File: config.mk
export PLATFORM = sky130hd
export DESIGN_NAME = ntcfg_cfg_regs_flat
export DESIGN_NICKNAME = d
export VERILOG_FILES = /design/src/sv/ntcfg_pkg.sv /design/src/sv/ntcfg_if.sv /design/src/sv/ntcfg_cfg_regs.sv /design/src/flat_wrapper.sv
export SDC_FILE = /design/constraint.sdc
export NUM_CORES = 1
export LEC_CHECK = 0
export BUFFER_PORTS_ARGS = -buffer_cell sky130_fd_sc_hd__buf_2
export CAP_MARGIN = 20
export CORE_ASPECT_RATIO = 1.2
export CORE_MARGIN = 3
export CORE_UTILIZATION = 54
export CTS_CLUSTER_DIAMETER = 40
export DETAILED_ROUTE_END_ITERATION = 6
export HOLD_SLACK_MARGIN = 0.06
export PLACE_DENSITY = 0.92
export SYNTH_ARGS = -nofsm -noshare
export SYNTH_HDL_FRONTEND = slang
export SYNTH_SLANG_ARGS = --single-unit
File: constraint.sdc
create_clock -name clk -period 1.9 [get_ports clk]
set_clock_uncertainty 0.15 [all_clocks]
set_input_delay 0.095 -clock clk [delete_from_list [all_inputs] [get_ports clk]]
set_output_delay 0.095 -clock clk [all_outputs]
set_load 0.05 [all_outputs]
File: src/sv/ntcfg_pkg.sv
// ntcfg_pkg: shared types, constants and the functions that build the
// conversion table for the NTC temperature reader with fault guard. No dependencies.

package ntcfg_pkg;

  // ADC code space
  localparam int ADC_BITS  = 12;
  localparam int TBL_SIZE  = 1 << ADC_BITS;
  localparam logic [ADC_BITS-1:0] CODE_MAX = ADC_BITS'(TBL_SIZE - 1);

  // Field widths
  localparam int TEMP_W    = 16;
  localparam int RISE_W    = 15;
  localparam int TIME_W    = 32;
  localparam int CFG_IDX_W = 3;
  localparam int CFG_DAT_W = 32;

  // Fixed-point constants of the beta conversion
  localparam int          FRAC_BITS  = 24;
  localparam longint      LN2_Q30    = 64'd744261118;
  localparam longint      T25_CK     = 29815;      // 298.15 K in hundredths
  localparam longint      T0_Q6      = 174816;     // 273.15 K * 10 * 64
  localparam int          TBL_W      = TBL_SIZE * TEMP_W;

  // Configuration register indexes
  typedef enum logic [CFG_IDX_W-1:0] {
    CFG_ADC_LOW    = 3'd0,
    CFG_ADC_HIGH   = 3'd1,
    CFG_TEMP_LOW   = 3'd2,
    CFG_TEMP_HIGH  = 3'd3,
    CFG_MAX_RISE   = 3'd4,
    CFG_RECOVERY   = 3'd5,
    CFG_ERROR_CODE = 3'd6
  } cfg_idx_e;

  // Configuration register set
  typedef struct packed {
    logic        [ADC_BITS-1:0] adc_low;
    logic        [ADC_BITS-1:0] adc_high;
    logic signed [TEMP_W-1:0]   temp_low;
    logic signed [TEMP_W-1:0]   temp_high;
    logic        [RISE_W-1:0]   max_rise;
    logic        [TIME_W-1:0]   recovery_ms;
    logic signed [TEMP_W-1:0]   error_code;
  } ntcfg_cfg_t;

  // Item after the table lookup stage
  typedef struct packed {
    logic signed [TEMP_W-1:0] temp;
    logic                     window_bad;
    logic        [TIME_W-1:0] now_ms;
  } ntcfg_item_t;

  // log2 of v >= 1 in Q24: integer part from the top bit, fraction by squaring
  function automatic logic [63:0] ntcfg_log2_q24(input logic [63:0] v);
    int          top;
    logic [63:0] m;
    logic [63:0] frac;
    top  = 0;
    frac = '0;
    for (int k = 0; k < 64; k++) begin
      if (v[k]) top = k;
    end
    if (top >= 30) m = v >> (top - 30);
    else           m = v << (30 - top);
    for (int i = FRAC_BITS - 1; i >= 0; i--) begin
      m = (m * m) >> 30;
      if (m >= (64'd2 << 30)) begin
        frac[i] = 1'b1;
        m       = m >> 1;
      end
    end
    return (64'(top) << FRAC_BITS) + frac;
  endfunction

  // Unsigned 64-bit quotient by shift and subtract
  function automatic logic [63:0] ntcfg_udiv64(input logic [63:0] num,
                                               input logic [63:0] dvs);
    logic [64:0] rem;
    logic [63:0] quo;
    rem = '0;
    quo = '0;
    for (int i = 63; i >= 0; i--) begin
      rem = {rem[63:0], num[i]};
      if (rem >= {1'b0, dvs}) begin
        rem    = rem - {1'b0, dvs};
        quo[i] = 1'b1;
      end
    end
    return quo;
  endfunction

  // One table entry: temperature in tenths for ADC code a
  function automatic logic [TEMP_W-1:0] ntcfg_convert(input longint a,
                                                      input longint beta,
                                                      input longint series,
                                                      input longint nominal);
    logic [63:0]        n;
    logic [63:0]        d;
    logic signed [63:0] ld;
    logic [63:0]        mag;
    logic signed [63:0] lnq;
    logic signed [63:0] den;
    logic [63:0]        num;
    logic [63:0]        q;
    logic signed [63:0] r;
    n   = 64'(series) * 64'(longint'(TBL_SIZE - 1) - a);
    d   = 64'(a) * 64'(nominal);
    ld  = $signed(ntcfg_log2_q24(n)) - $signed(ntcfg_log2_q24(d));
    mag = (ld < 0) ? 64'(-ld) : 64'(ld);
    lnq = $signed((mag * 64'(LN2_Q30)) >> 30);
    if (ld < 0) lnq = -lnq;
    den = 64'(100 * beta) * (64'sd1 <<< FRAC_BITS) + 64'(T25_CK) * lnq;
    if (den <= 0) return 16'sh7FFF;
    num = 64'(beta) * 64'(T25_CK) * (64'd1 << FRAC_BITS) * 64'd640;
    q   = ntcfg_udiv64(num, 64'(den));
    if (q > 64'h7FFF_FFFF * 64'd64) return 16'sh7FFF;
    r = $signed(q) - 64'(T0_Q6);
    r = (r >= 0) ? (r >>> 6) : -((-r) >>> 6);
    if (r > 32767)  r = 32767;
    if (r < -32768) r = -32768;
    return r[TEMP_W-1:0];
  endfunction

  // Whole table, entry a at bits [a*16 +: 16]; rail codes hold zero
  function automatic logic [TBL_W-1:0] ntcfg_build_table(input longint beta,
                                                         input longint series,
                                                         input longint nominal);
    logic [TBL_W-1:0] tbl;
    tbl = '0;
    for (int a = 1; a < TBL_SIZE - 1; a++) begin
      tbl[a*TEMP_W +: TEMP_W] = ntcfg_convert(longint'(a), beta, series, nominal);
    end
    return tbl;
  endfunction

endpackage

File: src/sv/ntcfg_if.sv


interface ntcfg_cfg_if import ntcfg_pkg::*; ();
  logic                 valid;
  logic                 ready;
  logic [CFG_IDX_W-1:0] index;
  logic [CFG_DAT_W-1:0] data;
  modport source (output valid, index, data, input ready);
  modport sink   (input valid, index, data, output ready);
endinterface

File: src/sv/ntcfg_cfg_regs.sv
// ntcfg_cfg_regs: configuration register file written over the cfg channel.
// Depends on ntcfg_pkg and ntcfg_if.

module ntcfg_cfg_regs import ntcfg_pkg::*; (
  input  logic        clk,
  input  logic        rst_n,
  ntcfg_cfg_if.sink   cfg_if,
  output ntcfg_cfg_t  cfg
);

  ntcfg_cfg_t cfg_r;

  // Always take writes; unknown indexes are dropped
  assign cfg_if.ready = 1'b1;
  assign cfg          = cfg_r;

  // Update the addressed register on each write transaction
  always_ff @(posedge clk) begin
    if (!rst_n) begin
      cfg_r.adc_low     <= '0;
      cfg_r.adc_high    <= CODE_MAX;
      cfg_r.temp_low    <= -16'sd400;
      cfg_r.temp_high   <= 16'sd1250;
      cfg_r.max_rise    <= 15'd50;
      cfg_r.recovery_ms <= 32'd5000;
      cfg_r.error_code  <= -16'sd9990;
    end else if (cfg_if.valid) begin
      case (cfg_if.index)
        CFG_ADC_LOW:    cfg_r.adc_low     <= cfg_if.data[ADC_BITS-1:0];
        CFG_ADC_HIGH:   cfg_r.adc_high    <= cfg_if.data[ADC_BITS-1:0];
        CFG_TEMP_LOW:   cfg_r.temp_low    <= cfg_if.data[TEMP_W-1:0];
        CFG_TEMP_HIGH:  cfg_r.temp_high   <= cfg_if.data[TEMP_W-1:0];
        CFG_MAX_RISE:   cfg_r.max_rise    <= cfg_if.data[RISE_W-1:0];
        CFG_RECOVERY:   cfg_r.recovery_ms <= cfg_if.data[TIME_W-1:0];
        CFG_ERROR_CODE: cfg_r.error_code  <= cfg_if.data[TEMP_W-1:0];
        default: ;
      endcase
    end
  end

endmodule

File: src/flat_wrapper.sv
// flat-port wrapper written by rule: the top's interface ports become plain ports
module ntcfg_cfg_regs_flat import ntcfg_pkg::*;
  (clk, rst_n, cfg, cfg_if_valid, cfg_if_index, cfg_if_data, cfg_if_ready);
  ntcfg_cfg_if cfg_if_i ();
  input  logic clk;
  input  logic rst_n;
  output ntcfg_cfg_t cfg;
  input wire logic [$bits(cfg_if_i.valid)-1:0] cfg_if_valid;
  input wire logic [$bits(cfg_if_i.index)-1:0] cfg_if_index;
  input wire logic [$bits(cfg_if_i.data)-1:0] cfg_if_data;
  output wire logic [$bits(cfg_if_i.ready)-1:0] cfg_if_ready;
  assign cfg_if_i.valid = cfg_if_valid;
  assign cfg_if_i.index = cfg_if_index;
  assign cfg_if_i.data = cfg_if_data;
  assign cfg_if_ready = cfg_if_i.ready;
  ntcfg_cfg_regs u_core (.clk(clk), .rst_n(rst_n), .cfg_if(cfg_if_i), .cfg(cfg));
endmodule
After elaboration in Yosys (flattened, before gate mapping):

Index checks and enable logic that the tools add are counted.

* flip-flop bits (word level): 119
* output and inout bits: 120
* word-level logic and storage cells: 21

* equality and inequality tests: 6
* reduce and logical (&&, ||, !) cells: 8

Operator list (count)
* AND reduction 2 bit: 7
* == test 3 bit (second input constant): 3
* == test 3 x 2 -> 1 bit (second input constant): 2
* == test 3 x 1 -> 1 bit (second input constant): 1
* logical NOT 3 bit: 1

Depth between registers and ports, before layout:

* depth in word-level cells: 2
* gate-level depth with buffers: 4

Worst setup path after synthesis:

OpenSTA, ideal clock, no wires.

* kind: register to register
* start: reg u_core.cfg[16] (netlist name)
* end: reg u_core.cfg_r (netlist bit u_core.cfg[16])
* setup time: 72 ps
* arrival time: 813 ps
* data required time: 1678 ps
* slack: 865 ps
* stages on the path, launching flop included: 3
* path buffers: 0
* clock period less this slack: 1035 ps
* cell sequence: dfxtp_1 nand2_1 mux2i_1

RTL lines
* end, declared: line ntcfg_cfg_regs.sv:11 `ntcfg_cfg_t cfg_r;`

==> metrics.md <==
| Metric | Value |
|---|---|
| Max FFs per register | 119 |
| Critical path's largest stage delay | 0.58 ns |
| Clock sinks | 119 |
| DP Wirelength | 8327 um |
| Layout Utilization | 81.90% |
| Layout Nets | 708 |
| Final Cycle Share | 97.00% |
| Design Power | 6.488 mW |
| Post-Synth Simple-Gate Area | 18.94% |
| Seq/Total Area, Yosys | 50.87% |
| Row count | 36 |
| Slowest CP cell | dlygate4sd3_1 |
| Share of the synthesized area in the top cell type | 50.87% |
| Synth Area in XOR/XNOR | 0% |
| CP dominant cell by count | dlygate4sd3_1 |
| Worst path cell trace | dlygate4sd3_1, buf_2, nor2b_1, dlygate4sd3_1, mux2i_1, dlygate4sd3_1 |
| Layout cells sized above 1 | 29.87% |
| TritonCTS clock tree | yes |
| Gr ovfl total | 0 |
| Vias per cell | 5.198 |
| CTS Root Cell | clkbuf_8 |
| Most frequent cells in the layout | 155 x buf_2, 119 x mux2i_1, 119 x dfxtp_1 |
| Initial DRC Count | 291 |
| Mean area per synthesized cell | 10.45 sq um |
| Antenna viol nets, final | 0 |
| Syn_nets | 486 |
| Clk pwr share | 49.9% |
| Classification of the worst setup path | primary input to flop |
| Cts bufs inserted | 17 |
| # diodes | 0 |
| Fin. Hold Viols | 0 |
| Adder-Cell Fraction of Synth Area | 0% |
| Final setup viols | 0 |
| Unrepaired setup endpoints after global routing | false |
| Max-cap violations | 0 |
| Grt met2 use | 53.29% |
| Global-route wire length before repair | 22400 um |
| Crit path buffers/inverters | 4 |
| Grt met3 use | 9.255% |
| Syn Inst Count | 448 |
| Synth-to-Final Area Change | 44.94% |
| Mapped Area | 4683 sq um |
| Most used routing layer | met2 |
| Initial Util | 56.51% |
| Core region area | 8288 sq um |
| Distinct cells, synth | 16 |
| Area leader, netlist | dfxtp_1 |
| Clock buffer depth | 2 |
| Hold crit path type | primary input to flop |
| Die area | 9831 sq um |
| M1 GR Usage | 30.97% |
| Top Ports | 158 |
| Avg WL per Cell | 18.11 um |
| WP data required | 2.14 ns |
| Crit path max-delay family | buffers and inverters |
| Int Pwr | 4.836 mW |
| Max Transition Viols Final | 0 |
| Mux contribution to synthesized area | 25.43% |
| Top post-synthesis cells by area | dfxtp_1 51%, mux2i_1 25%, nand2_1 8.5%, nor2b_1 8.1%, buf_6 1.7% |
| Yosys reg bits | 119 |
| Vias | 4143 |
| Combinational power share | 10.3% |
| GP Congestion | 0.8996 |
| Leading cell type in the layout, fill and taps excluded | buf_2 |
| GRT Util Overall | 29.31% |
| Number of global-route vias before repair | 4417 |
| Detailed Routing Iterations Pass 1 | 5 |
| Synth warn | 0 |
| Static leakage | 3.278 nW |
| Fin crit period | 1.843 ns |
| Largest family of logic cells by synthesized area | multiplexers |
| CP Max Fanout | 2 |
| CTS clk-pin slew, worst paths | 0.06 ns |
| Die Ht | 108.0 um |
| Worst Setup Start Kind | primary input |
| Total setup buffers inserted after CTS | 0 |
| Die width | 91.02 um |
| Clk_lat worst skew | 0.51 ns |
| Worst Setup End Kind | flop |
| Switch Pwr | 1.652 mW |
| VDD IR max | 810.6 uV |
| Arr. time, crit path | 2.08 ns |
| Initial antenna violation count | 0 |
| Residual DRC | 0 |
| Power Dens Cells | 955.8 nW/um^2 |
| WL final | 14430 um |
| Switching portion of total power | 25.46% |
| Setup TNS | 0 ns |
| Number of port buffers | 156 |
| H-tree depth | 4 |
| Flop pwr share | 39.8% |
| Pin count of the biggest net entering global routing | 42 |
| Status | finished, final reports clean |
| Compound-Gate Fraction of Synth Area | 0% |
| Max Clock Freq | 0.5426 GHz |
[through the flow]
stage               hold slack [ns]  std cells  cell area (sq um)  worst slack, ns
global placement             0.1902        699               5520           0.4917
detailed placement           0.2050        699               5520           0.4513
finish                      0.07953        797               6788          0.05708
CTS                         0.06824        797               6784          0.04197
floorplan                   0.08722        448               4683           0.8650
global route                0.09486        797               6788          0.02288
[worst min-delay path, cell delays in order]
cell and delay, ns:
buf_4 0.18, buf_4 0.19, nand2_1 0.13, mux2i_1 0.08
[cells by family after synthesis]
family	count (synthesis)
and+or+nand+nor	176
buffers and inverters	33
muxes	119
other	1
DFF	119
[cells in the mapped netlist, drive strengths merged]
cell	count
conb	1
nor4b	1
mux2i	119
nand2	106
nor2b	61
and4b	2
buf	20
and4bb	1
clkbuf	13
nand4bb	3
nand4b	2
dfxtp	119
[final timing paths]
kind | start | end | slack (ns) | cells past startpoint
worst max-delay path | cfg_if_data[8] | u_core.cfg[103]$_SDFFE_PN1P_ | 0.06 | 6
worst min-delay path | rst_n | u_core.cfg[77]$_SDFFE_PN0P_ | 0.08 | 4
worst max register to register | u_core.cfg[95]$_SDFFE_PN1P_ | u_core.cfg[95]$_SDFFE_PN1P_ | 0.46 | 3
worst min register to register | u_core.cfg[0]$_SDFFE_PN0P_ | u_core.cfg[0]$_SDFFE_PN0P_ | 0.31 | 2
[routing by layer]
layer | vias to the layer above | routed length, um
met5 | - | 0
met4 | 0 | 480
met3 | 45 | 987
met2 | 184 | 7597
met1 | 2000 | 5367
li1 | 1914 | -
[cell type report]
| cell class | count | area [sq um] |
|---|---|---|
| Multi-Input combinational cell | 296 | 2082 |
| Sequential cell | 119 | 2382 |
| Timing Repair Buffer | 236 | 1578 |
| Fill cell | 474 | 1500 |
| Clock inverter | 14 | 175.2 |
| Clock buffer | 18 | 427.9 |
| Tap cell | 114 | 142.6 |
[power by group through the flow]
stage	registers, mW	logic, mW	clock network [mW]
5_1_grt	2.59	0.702	3.37
3_5_place_dp	2.63	0.564	0
3_3_place_gp	2.63	0.551	0
2_1_floorplan	2.83	0.210	0
6_report	2.59	0.668	3.23
4_1_cts	2.58	0.654	3.24
[timing repair]
action / in CTS / in global routing
hold buffers: 66 / 2
setup endpoints to repair: 0 / 3
resized for setup: 0 / 1
endpoints found under the hold margin: 119 / 6
Note: power is estimated with default switching activity, not from simulation.
