--- src/sv/ntcfg_pkg.sv ---
// ntcfg_pkg: shared types, constants and the functions that build the
// conversion table for the NTC temperature reader with fault guard. No dependencies.

package ntcfg_pkg;

  // ADC code space
  localparam int ADC_BITS  = 12;
  localparam int TBL_SIZE  = 1 << ADC_BITS;
  localparam logic [ADC_BITS-1:0] CODE_MAX = ADC_BITS'(TBL_SIZE - 1);

  // Field widths
  localparam int TEMP_W    = 16;
  localparam int RISE_W    = 15;
  localparam int TIME_W    = 32;
  localparam int CFG_IDX_W = 3;
  localparam int CFG_DAT_W = 32;

  // Fixed-point constants of the beta conversion
  localparam int          FRAC_BITS  = 24;
  localparam longint      LN2_Q30    = 64'd744261118;
  localparam longint      T25_CK     = 29815;      // 298.15 K in hundredths
  localparam longint      T0_Q6      = 174816;     // 273.15 K * 10 * 64
  localparam int          TBL_W      = TBL_SIZE * TEMP_W;

  // Configuration register indexes
  typedef enum logic [CFG_IDX_W-1:0] {
    CFG_ADC_LOW    = 3'd0,
    CFG_ADC_HIGH   = 3'd1,
    CFG_TEMP_LOW   = 3'd2,
    CFG_TEMP_HIGH  = 3'd3,
    CFG_MAX_RISE   = 3'd4,
    CFG_RECOVERY   = 3'd5,
    CFG_ERROR_CODE = 3'd6
  } cfg_idx_e;

  // Configuration register set
  typedef struct packed {
    logic        [ADC_BITS-1:0] adc_low;
    logic        [ADC_BITS-1:0] adc_high;
    logic signed [TEMP_W-1:0]   temp_low;
    logic signed [TEMP_W-1:0]   temp_high;
    logic        [RISE_W-1:0]   max_rise;
    logic        [TIME_W-1:0]   recovery_ms;
    logic signed [TEMP_W-1:0]   error_code;
  } ntcfg_cfg_t;

  // Item after the table lookup stage
  typedef struct packed {
    logic signed [TEMP_W-1:0] temp;
    logic                     window_bad;
    logic        [TIME_W-1:0] now_ms;
  } ntcfg_item_t;

  // log2 of v >= 1 in Q24: integer part from the top bit, fraction by squaring
  function automatic logic [63:0] ntcfg_log2_q24(input logic [63:0] v);
    int          top;
    logic [63:0] m;
    logic [63:0] frac;
    top  = 0;
    frac = '0;
    for (int k = 0; k < 64; k++) begin
      if (v[k]) top = k;
    end
    if (top >= 30) m = v >> (top - 30);
    else           m = v << (30 - top);
    for (int i = FRAC_BITS - 1; i >= 0; i--) begin
      m = (m * m) >> 30;
      if (m >= (64'd2 << 30)) begin
        frac[i] = 1'b1;
        m       = m >> 1;
      end
    end
    return (64'(top) << FRAC_BITS) + frac;
  endfunction

  // Unsigned 64-bit quotient by shift and subtract
  function automatic logic [63:0] ntcfg_udiv64(input logic [63:0] num,
                                               input logic [63:0] dvs);
    logic [64:0] rem;
    logic [63:0] quo;
    rem = '0;
    quo = '0;
    for (int i = 63; i >= 0; i--) begin
      rem = {rem[63:0], num[i]};
      if (rem >= {1'b0, dvs}) begin
        rem    = rem - {1'b0, dvs};
        quo[i] = 1'b1;
      end
    end
    return quo;
  endfunction

  // One table entry: temperature in tenths for ADC code a
  function automatic logic [TEMP_W-1:0] ntcfg_convert(input longint a,
                                                      input longint beta,
                                                      input longint series,
                                                      input longint nominal);
    logic [63:0]        n;
    logic [63:0]        d;
    logic signed [63:0] ld;
    logic [63:0]        mag;
    logic signed [63:0] lnq;
    logic signed [63:0] den;
    logic [63:0]        num;
    logic [63:0]        q;
    logic signed [63:0] r;
    n   = 64'(series) * 64'(longint'(TBL_SIZE - 1) - a);
    d   = 64'(a) * 64'(nominal);
    ld  = $signed(ntcfg_log2_q24(n)) - $signed(ntcfg_log2_q24(d));
    mag = (ld < 0) ? 64'(-ld) : 64'(ld);
    lnq = $signed((mag * 64'(LN2_Q30)) >> 30);
    if (ld < 0) lnq = -lnq;
    den = 64'(100 * beta) * (64'sd1 <<< FRAC_BITS) + 64'(T25_CK) * lnq;
    if (den <= 0) return 16'sh7FFF;
    num = 64'(beta) * 64'(T25_CK) * (64'd1 << FRAC_BITS) * 64'd640;
    q   = ntcfg_udiv64(num, 64'(den));
    if (q > 64'h7FFF_FFFF * 64'd64) return 16'sh7FFF;
    r = $signed(q) - 64'(T0_Q6);
    r = (r >= 0) ? (r >>> 6) : -((-r) >>> 6);
    if (r > 32767)  r = 32767;
    if (r < -32768) r = -32768;
    return r[TEMP_W-1:0];
  endfunction

  // Whole table, entry a at bits [a*16 +: 16]; rail codes hold zero
  function automatic logic [TBL_W-1:0] ntcfg_build_table(input longint beta,
                                                         input longint series,
                                                         input longint nominal);
    logic [TBL_W-1:0] tbl;
    tbl = '0;
    for (int a = 1; a < TBL_SIZE - 1; a++) begin
      tbl[a*TEMP_W +: TEMP_W] = ntcfg_convert(longint'(a), beta, series, nominal);
    end
    return tbl;
  endfunction

endpackage

--- src/sv/ntcfg_if.sv ---


interface ntcfg_out_if import ntcfg_pkg::*; ();
  logic                     valid;
  logic                     ready;
  logic signed [TEMP_W-1:0] temperature;
  logic                     is_error;
  modport source (output valid, temperature, is_error, input ready);
  modport sink   (input valid, temperature, is_error, output ready);
endinterface


--- src/sv/ntcfg_guard.sv ---
// ntcfg_guard: validity checks, fault state and the result register.
// Depends on ntcfg_pkg and ntcfg_if.

module ntcfg_guard import ntcfg_pkg::*; (
  input  logic         clk,
  input  logic         rst_n,
  input  ntcfg_cfg_t   cfg,
  input  logic         item_valid,
  input  ntcfg_item_t  item,
  output logic         take,
  ntcfg_out_if.source  out_if
);

  logic signed [TEMP_W-1:0] last_good_r, last_good_nxt;
  logic                     awaiting_r, awaiting_nxt;
  logic                     in_fault_r, in_fault_nxt;
  logic [TIME_W-1:0]        fault_since_r, fault_since_nxt;

  logic                     out_valid_r;
  logic signed [TEMP_W-1:0] out_temp_r, out_temp_nxt;
  logic                     out_err_r, out_err_nxt;

  logic signed [TEMP_W:0]   rise;
  logic [TIME_W-1:0]        elapsed;
  logic                     reading_ok;

  // Move an item into the result register when it is empty or being drained
  assign take = item_valid && (!out_valid_r || out_if.ready);

  // Range, sentinel and one-sided rise checks
  assign rise       = {item.temp[TEMP_W-1], item.temp} - {last_good_r[TEMP_W-1], last_good_r};
  assign elapsed    = item.now_ms - fault_since_r;
  assign reading_ok = (item.temp != cfg.error_code) &&
                      (item.temp >= cfg.temp_low) &&
                      (item.temp <= cfg.temp_high) &&
                      ((last_good_r <= 0) ||
                       (rise <= $signed({2'b00, cfg.max_rise})));

  // Decide the result and the next guard state
  always_comb begin
    last_good_nxt   = last_good_r;
    awaiting_nxt    = awaiting_r;
    in_fault_nxt    = in_fault_r;
    fault_since_nxt = fault_since_r;
    out_temp_nxt    = cfg.error_code;
    out_err_nxt     = 1'b1;
    if (item.window_bad) begin
      if (!in_fault_r) begin
        in_fault_nxt    = 1'b1;
        fault_since_nxt = item.now_ms;
      end
    end else if (awaiting_r) begin
      last_good_nxt = item.temp;
      awaiting_nxt  = 1'b0;
      in_fault_nxt  = 1'b0;
      out_temp_nxt  = item.temp;
      out_err_nxt   = 1'b0;
    end else if (in_fault_r) begin
      if (elapsed > cfg.recovery_ms) begin
        if (reading_ok) begin
          in_fault_nxt  = 1'b0;
          last_good_nxt = item.temp;
          out_temp_nxt  = item.temp;
          out_err_nxt   = 1'b0;
        end else begin
          fault_since_nxt = item.now_ms;
        end
      end
    end else if (!reading_ok) begin
      in_fault_nxt    = 1'b1;
      fault_since_nxt = item.now_ms;
    end else begin
      last_good_nxt = item.temp;
      out_temp_nxt  = item.temp;
      out_err_nxt   = 1'b0;
    end
  end

  // Guard state and result valid
  always_ff @(posedge clk) begin
    if (!rst_n) begin
      last_good_r   <= '0;
      awaiting_r    <= 1'b1;
      in_fault_r    <= 1'b0;
      fault_since_r <= '0;
      out_valid_r   <= 1'b0;
    end else begin
      if (take) begin
        last_good_r   <= last_good_nxt;
        awaiting_r    <= awaiting_nxt;
        in_fault_r    <= in_fault_nxt;
        fault_since_r <= fault_since_nxt;
        out_valid_r   <= 1'b1;
      end else if (out_if.ready) begin
        out_valid_r   <= 1'b0;
      end
    end
  end

  // Result payload, held while the sink stalls
  always_ff @(posedge clk) begin
    if (take) begin
      out_temp_r <= out_temp_nxt;
      out_err_r  <= out_err_nxt;
    end
  end

  assign out_if.valid       = out_valid_r;
  assign out_if.temperature = out_temp_r;
  assign out_if.is_error    = out_err_r;

`ifndef NO_ASSERTIONS
  // An error result always carries the sentinel
  a_err_sentinel: assert property (@(posedge clk) disable iff (!rst_n)
    out_valid_r && out_err_r |-> out_temp_r == cfg.error_code)
    else $error("error result without sentinel value");

  // Fault state after each transaction matches the error flag it produced
  a_fault_tracks_err: assert property (@(posedge clk) disable iff (!rst_n)
    take |=> in_fault_r == $past(out_err_nxt))
    else $error("fault state disagrees with last result");

  // A good result becomes the new reference value
  a_last_good: assert property (@(posedge clk) disable iff (!rst_n)
    take && !out_err_nxt |=> last_good_r == $past(item.temp))
    else $error("last good value not updated");

  // Once the first reading is in, the first-sample bypass never returns
  a_first_once: assert property (@(posedge clk) disable iff (!rst_n)
    !awaiting_r |=> !awaiting_r)
    else $error("first-sample flag set again");
`endif

endmodule
--- src/flat_wrapper.sv ---
// flat-port wrapper written by rule: the top's interface ports become plain ports
module ntcfg_guard_flat import ntcfg_pkg::*;
  (clk, rst_n, cfg, item_valid, item, take, out_if_valid, out_if_temperature, out_if_is_error, out_if_ready);
  ntcfg_out_if out_if_i ();
  input  logic clk;
  input  logic rst_n;
  input  ntcfg_cfg_t cfg;
  input  logic item_valid;
  input  ntcfg_item_t item;
  output logic take;
  output wire logic [$bits(out_if_i.valid)-1:0] out_if_valid;
  output wire logic [$bits(out_if_i.temperature)-1:0] out_if_temperature;
  output wire logic [$bits(out_if_i.is_error)-1:0] out_if_is_error;
  input wire logic [$bits(out_if_i.ready)-1:0] out_if_ready;
  assign out_if_valid = out_if_i.valid;
  assign out_if_temperature = out_if_i.temperature;
  assign out_if_is_error = out_if_i.is_error;
  assign out_if_i.ready = out_if_ready;
  ntcfg_guard u_core (.clk(clk), .rst_n(rst_n), .cfg(cfg), .item_valid(item_valid), .item(item), .take(take), .out_if(out_if_i));
endmodule
--- config.mk ---
export PLATFORM = sky130hd
export DESIGN_NAME = ntcfg_guard_flat
export DESIGN_NICKNAME = d
export VERILOG_FILES = /design/src/sv/ntcfg_pkg.sv /design/src/sv/ntcfg_if.sv /design/src/sv/ntcfg_guard.sv /design/src/flat_wrapper.sv
export SDC_FILE = /design/constraint.sdc
export NUM_CORES = 1
export LEC_CHECK = 0
export BUFFER_PORTS_ARGS = -buffer_cell sky130_fd_sc_hd__buf_2
export CAP_MARGIN = 40
export CELL_PAD_IN_SITES_DETAIL_PLACEMENT = 1
export CELL_PAD_IN_SITES_GLOBAL_PLACEMENT = 1
export CORE_MARGIN = 5
export CORE_UTILIZATION = 40
export CTS_CLUSTER_DIAMETER = 30
export CTS_CLUSTER_SIZE = 8
export DETAILED_ROUTE_END_ITERATION = 10
export GPL_ROUTABILITY_DRIVEN = 1
export PLACE_DENSITY_LB_ADDON = 0.15
export SYNTH_ARGS = -nofsm -noshare
export SYNTH_HDL_FRONTEND = slang
export SYNTH_SLANG_ARGS = --single-unit
export TNS_END_PERCENT = 5
--- constraint.sdc ---
create_clock -name clk -period 6.47 [get_ports clk]
set_clock_uncertainty 0.2 [all_clocks]
set_input_delay 0.3235 -clock clk [delete_from_list [all_inputs] [get_ports clk]]
set_output_delay 0.3235 -clock clk [all_outputs]
set_load 0.03 [all_outputs]
Word-level counts from Yosys, hierarchy flattened --
Cells that the tools add are included.
Word-level totals: flip-flop bits (word level) 68, bits in latches 0, memory bits (writable) 0, memory bits (read-only) 0, bits of input ports 172, output and inout bits 19, word-level logic and storage cells 53, memories 0
Cells by class: add/sub/neg operators 2, $mul 0, divide/modulo/power cells 0, magnitude comparators 5, eq/ne operators 5, shift-type cells 0, mux-type cells 22, bitwise operators 1, reduce and logical (&&, ||, !) cells 11
Operator list (number):
- 32-bit two-way mux | 6
- 16-bit two-way mux | 9
- 32-bit > comparator | 1
- 32-bit subtractor | 1
- 17-bit by 16-bit <= comparator with 1-bit output | 1
- 16-bit by 16-bit subtractor with 17-bit output | 1
- 16-bit >= comparator | 1
- 16-bit by 1-bit <= comparator with 1-bit output, second input constant | 1
- 16-bit <= comparator | 1
- 16-bit inequality test | 1
- 1-bit two-way mux | 7
- 2-bit inequality test, second input constant | 3
- 1-bit logical AND | 4
- 4-bit AND reduction | 1
- 3-bit by 2-bit inequality test with 1-bit output, second input constant | 1
- 3-bit AND reduction | 1
- 1-bit logical OR | 2
- 2-bit AND reduction | 1
- 2-bit nonzero test | 1
- 1-bit zero test | 1
- 1-bit inverter | 1

Longest topological paths before layout --
depth after elaboration 9, gate-level depth with buffers 24, mapped depth without buffers 23

Worst setup path before layout --
Ideal clock, no wire load.
path kind reg2reg, start point register u_core.fault_since_r[1], end point register u_core.out_temp_r[10], in the netlist u_core.out_if.temperature[10] (data pin), library setup time 0.262 ns, data arrival time 4.268 ns, data required time 6.008 ns, slack 1.740 ns, stages on the path, launching flop included 21, path buffers 1, period minus slack after synthesis 4.730 ns, path through dfxtp_1 > inv_1 > ha_1 > nor2b_1 > o31a_1 > o31ai_2 > o21ai_0 > a31oi_1 > o21ai_1 > a311o_1 > a21oi_1 > xnor2_1 > ha_1 > nand4_1 > or2_2 > nor3_1 > nor3_1 > o21a_1 > o21bai_4 > buf_6 > mux2_1
Between the ends: word-level cells in the longest chain between the ends 6
RTL lines:
- start: declaration | line ntcfg_guard.sv:17 | logic [TIME_W-1:0] fault_since_r, fault_since_nxt;
- start signal: assignment | line ntcfg_guard.sv:92 | fault_since_r <= fault_since_nxt;
- 32-bit subtractor | line ntcfg_guard.sv:32 | assign elapsed = item.now_ms - fault_since_r;
- 32-bit > comparator | line ntcfg_guard.sv:59 | if (elapsed > cfg.recovery_ms) begin
- 16-bit two-way mux | line ntcfg_guard.sv:59
- 16-bit two-way mux | line ntcfg_guard.sv:58 | end else if (in_fault_r) begin
- 16-bit two-way mux | line ntcfg_guard.sv:52 | end else if (awaiting_r) begin
- 16-bit two-way mux | line ntcfg_guard.sv:47 | if (item.window_bad) begin
- via u_core.out_temp_nxt[10] | line ntcfg_guard.sv:20 | logic signed [TEMP_W-1:0] out_temp_r, out_temp_nxt;
- end signal: assignment | line ntcfg_guard.sv:103 | out_temp_r <= out_temp_nxt;
- end: declaration | line ntcfg_guard.sv:20
The timed path passes the listed nets, and every way through them passes these cells. A chain may end at the register's enable or synchronous reset.

Worst setup path in the final report --
start point register u_core.fault_since_r[1], end point register u_core.last_good_r[0]
Between the ends: word-level cells in the longest chain between the ends 4
RTL lines:
- 32-bit subtractor | line ntcfg_guard.sv:32
- 32-bit > comparator | line ntcfg_guard.sv:59
- 3-bit by 2-bit inequality test with 1-bit output (no source line)
- 3-bit AND reduction (no source line)
- end signal: assignment | line ntcfg_guard.sv:89 | last_good_r <= last_good_nxt;
- end: declaration | line ntcfg_guard.sv:14 | logic signed [TEMP_W-1:0] last_good_r, last_good_nxt;
No other way between the ends.

==> out/qor.yml <==
timing:
  fin_crit_sh_pct: 85.7
  drv_slew: 0
  fmaxAchievable_mhz: 180
  period_needed_ns: 5.55
  hold_viol: 0
  worstMarginPinSlew_ns: 0.845
  rsz0062_at_grt: "false"
  setup_viol: 0
  relSlewSlack_pct: 43.6
  setup_tns_ns: 0
synthesis:
  synth-seq-cells: 68
  synthTopCellsByCount: "143 x inv_1, 126 x ha_1, 123 x nand2_1, 55 x a21oi_1, 51 x dfxtp_1"
  yosys.area.top_type: "ha_1"
  syn_nets: 1220
  yosysWarnings: 0
  avgSynthCellArea_um2: 8.20
  synth_area_um2: 7540
  synth_top_area_share_pct: 20.9
  synthFlopType: "dfxtp_1"
  synthArstFlopShare_pct: 0
  synth-seq-area-share_pct: 20.3
  synthCells: 920
  synth_edf_count: 17
  yosys-top-cells-area: "ha_1 21%, dfxtp_1 14%, inv_1 7.1%, edfxtp_1 6.8%, mux2i_1 6.4%"
  ys_types: 63
  synth.most_common_cell: "inv_1"
clock_network:
  insertion_delay_ns: 0.34
  cts_resized: 0
  cts-htree-levels: 3
  clockBufferDepth: 2
  cts_root_buf: "clkbuf_16"
  cts_hold_buffers: 0
  cts_setup_buffers: 0
  cts_tree: "built"
  clkTransAtPathRegs_ns: 0.06
  cts_inserted_buffers: 9
  cts_sinks: 68
global_routing:
  busiest_layer: "met2"
  gr-usage-met2_pct: 33.2
  grt_max_degree: 81
  grtUsageMet1_pct: 26.4
  grt_pass1_vias: 7093
  grt_pass1_wl_um: 35200
  antenna_found_initial: 2
  grt_usage_pct: 19.9
  use_met3_pct: 4.81
  grt-ovfl-total: 0
routing:
  drc: 0
  first_pass_iters: 4
  drt_iter0_drc: 207
  vias_per_cell: 5.15
  via_count: 6807
  antenna_left: 0
  wl_um: 21300
  detail_route.wl_per_cell_um: 16.1
run_status:
  outcome: "complete, no violations"
critical_path:
  slowest_stage: "o2bb2ai_4"
  endpoint: "u_core.last_good_r[0]"
  crit_start: "u_core.fault_since_r[1]"
  max_stage_delay_ns: 0.58
  cp_max_fo: 16
  rr_endpoint: "u_core.last_good_r[0]"
  cp_num_buf_inv: 1
  rrSetupSlack_ns: 0.92
  critical_path.top_delay_family: "compound AO/OA/AOI/OAI gates"
  regToRegStartpoint: "u_core.fault_since_r[1]"
  cp_num_cells: 19
  cp_common_cell: "ha_1"
  worst_ep_required_time_ns: 6.53
  startpoint_type: "register"
  r2r_cells: 19
  path_cells: "inv_1, ha_1, nor2b_1, o31a_1, o31ai_2, o21ai_0, a31oi_1, o21ai_1, a311o_1, a21oi_1, xnor2_1, ha_1, nand4_1, nor4_1, o311ai_0, o21a_1, nand3b_1, o2bb2ai_4, mux2i_1"
  end_kind: "register"
  path_class: "reg2reg"
  crit_arrival_ns: 5.61
hold_path:
  hold_path.class: "in2reg"
pwr:
  p_leak_nw: 4.28
  p_per_area_nw_per_um2: 192
  max-vdd-ir-drop_mv: 0.141
layout:
  final_nets: 1380
  utilization_pct: 47.1
  drive_gt1_share_pct: 19.5
  nFillCells: 2383
  area_growth_pct: 16.3
die:
  die_h_um: 147
  core_area_um2: 18600
  initial_core_util_pct: 40.5
  die_area_um2: 21700
  die_w_um: 147
  fp-row-count: 50
  ioPinCount: 191
place:
  gp_congestion: 0.851
  dp_hpwl_um: 17500
  portBuffers: 166
run:
  maxCapViolCount: 0
==> worst min path at each step <==
stage                     slack, ns                      from  depth (start not counted)                        to
after CTS                      0.02                  item[23]                          3  u_core.fault_since_r[23]
after global routing           0.04                item_valid                          3       u_core.out_if.valid
after detailed placement       0.25  u_core.fault_since_r[18]                          2  u_core.fault_since_r[18]
after floorplan                0.23  u_core.fault_since_r[10]                          2  u_core.fault_since_r[10]
final                          0.04                  item[23]                          3  u_core.fault_since_r[23]
after global placement         0.24   u_core.fault_since_r[8]                          2   u_core.fault_since_r[8]
==> through the flow <==
stage          hold WS, ns  power, W  area [µm²]  instances  worst slack [ns]
5_1_grt             0.0419   0.00183        8770       1320             0.398
3_3_place_gp         0.244   0.00121        8470       1302             0.878
6_report            0.0408   0.00168        8770       1321             0.924
2_1_floorplan        0.235   0.00104        7540        920              1.74
3_5_place_dp         0.250   0.00123        8500       1303             0.795
4_1_cts             0.0223   0.00171        8770       1319             0.868
==> per-layer routing <==
metal	share of wire [%]	vias to the layer above	routed length [µm]
met3	4.9	17	1050
met4	0.99	2	210
met1	49	3168	10400
li1	-	3509	-
met2	45	111	9650
met5	0.061	-	13
==> cell families (layout without fill, tap and decap cells) <==
kind of cell | after synthesis | in the layout | share of synthesized area [%]
AO/OA/AOI/OAI | 200 | 200 | 18.3
XOR/XNOR | 52 | 52 | 6.04
buffers and inverters | 163 | 328 | 9.94
adder cells (fa/ha/maj) | 128 | 128 | 21.4
multiplexers | 64 | 64 | 8.76
other | 0 | 2 | 0
AND/OR/NAND/NOR | 245 | 245 | 15.2
flip-flops | 68 | 68 | 20.3
==> report_power, final <==
group	switching, W	leakage (nW)	internal (W)
clock network	0.000201	0.128	0.000259
registers	0.0000168	0.581	0.000472
logic	0.000410	3.57	0.000324
total	0.000629	4.28	0.00105
==> layout by cell type, fill, tap and decap left out, types with 17 or more instances in the layout <==
cell type,Yosys,final
ha_1,126,126
mux2i_1,48,48
nand4_1,19,19
dfxtp_1,51,51
a21oi_1,55,55
nor2_1,32,32
xnor2_1,26,26
a21o_1,38,38
inv_1,143,143
xor2_1,26,26
edfxtp_1,17,17
nand2_1,123,123
buf_2,0,166
o21ai_0,28,28
==> flip-flops by register name (all words and copies together), names as in the netlist <==
signal and flops:
u_core.awaiting_r 1, u_core.out_if.valid 1, u_core.out_if.temperature 16, u_core.fault_since_r 32
u_core.out_if.is_error 1, u_core.in_fault_r 1, u_core.last_good_r 16
==> worst register-to-register path: cells and delay by family (launching register included) <==
family | cells | cell delay (ns)
buffers and inverters | 1 | 0.07
and+or+nand+nor | 4 | 0.92
xor gates and xnor gates | 1 | 0.08
adders and majority gates | 2 | 0.55
muxes | 1 | 0.28
AOI/OAI and AO/OA | 10 | 3.05
DFF | 1 | 0.33
==> area by class of cell <==
cell class / count / area, µm² / share of cell area (%)
timing repair buffer: 169 / 873 / 9.95
sequential: 68 / 1530 / 17.5
antenna: 2 / 5.00 / 0.0570
clock inverter: 6 / 42.5 / 0.485
tap: 234 / 293 / 3.34
clock buffer: 10 / 229 / 2.61
multi-input combinational: 689 / 5260 / 60.0
inverter: 143 / 537 / 6.12
Power figures use the tool's default switching activity.
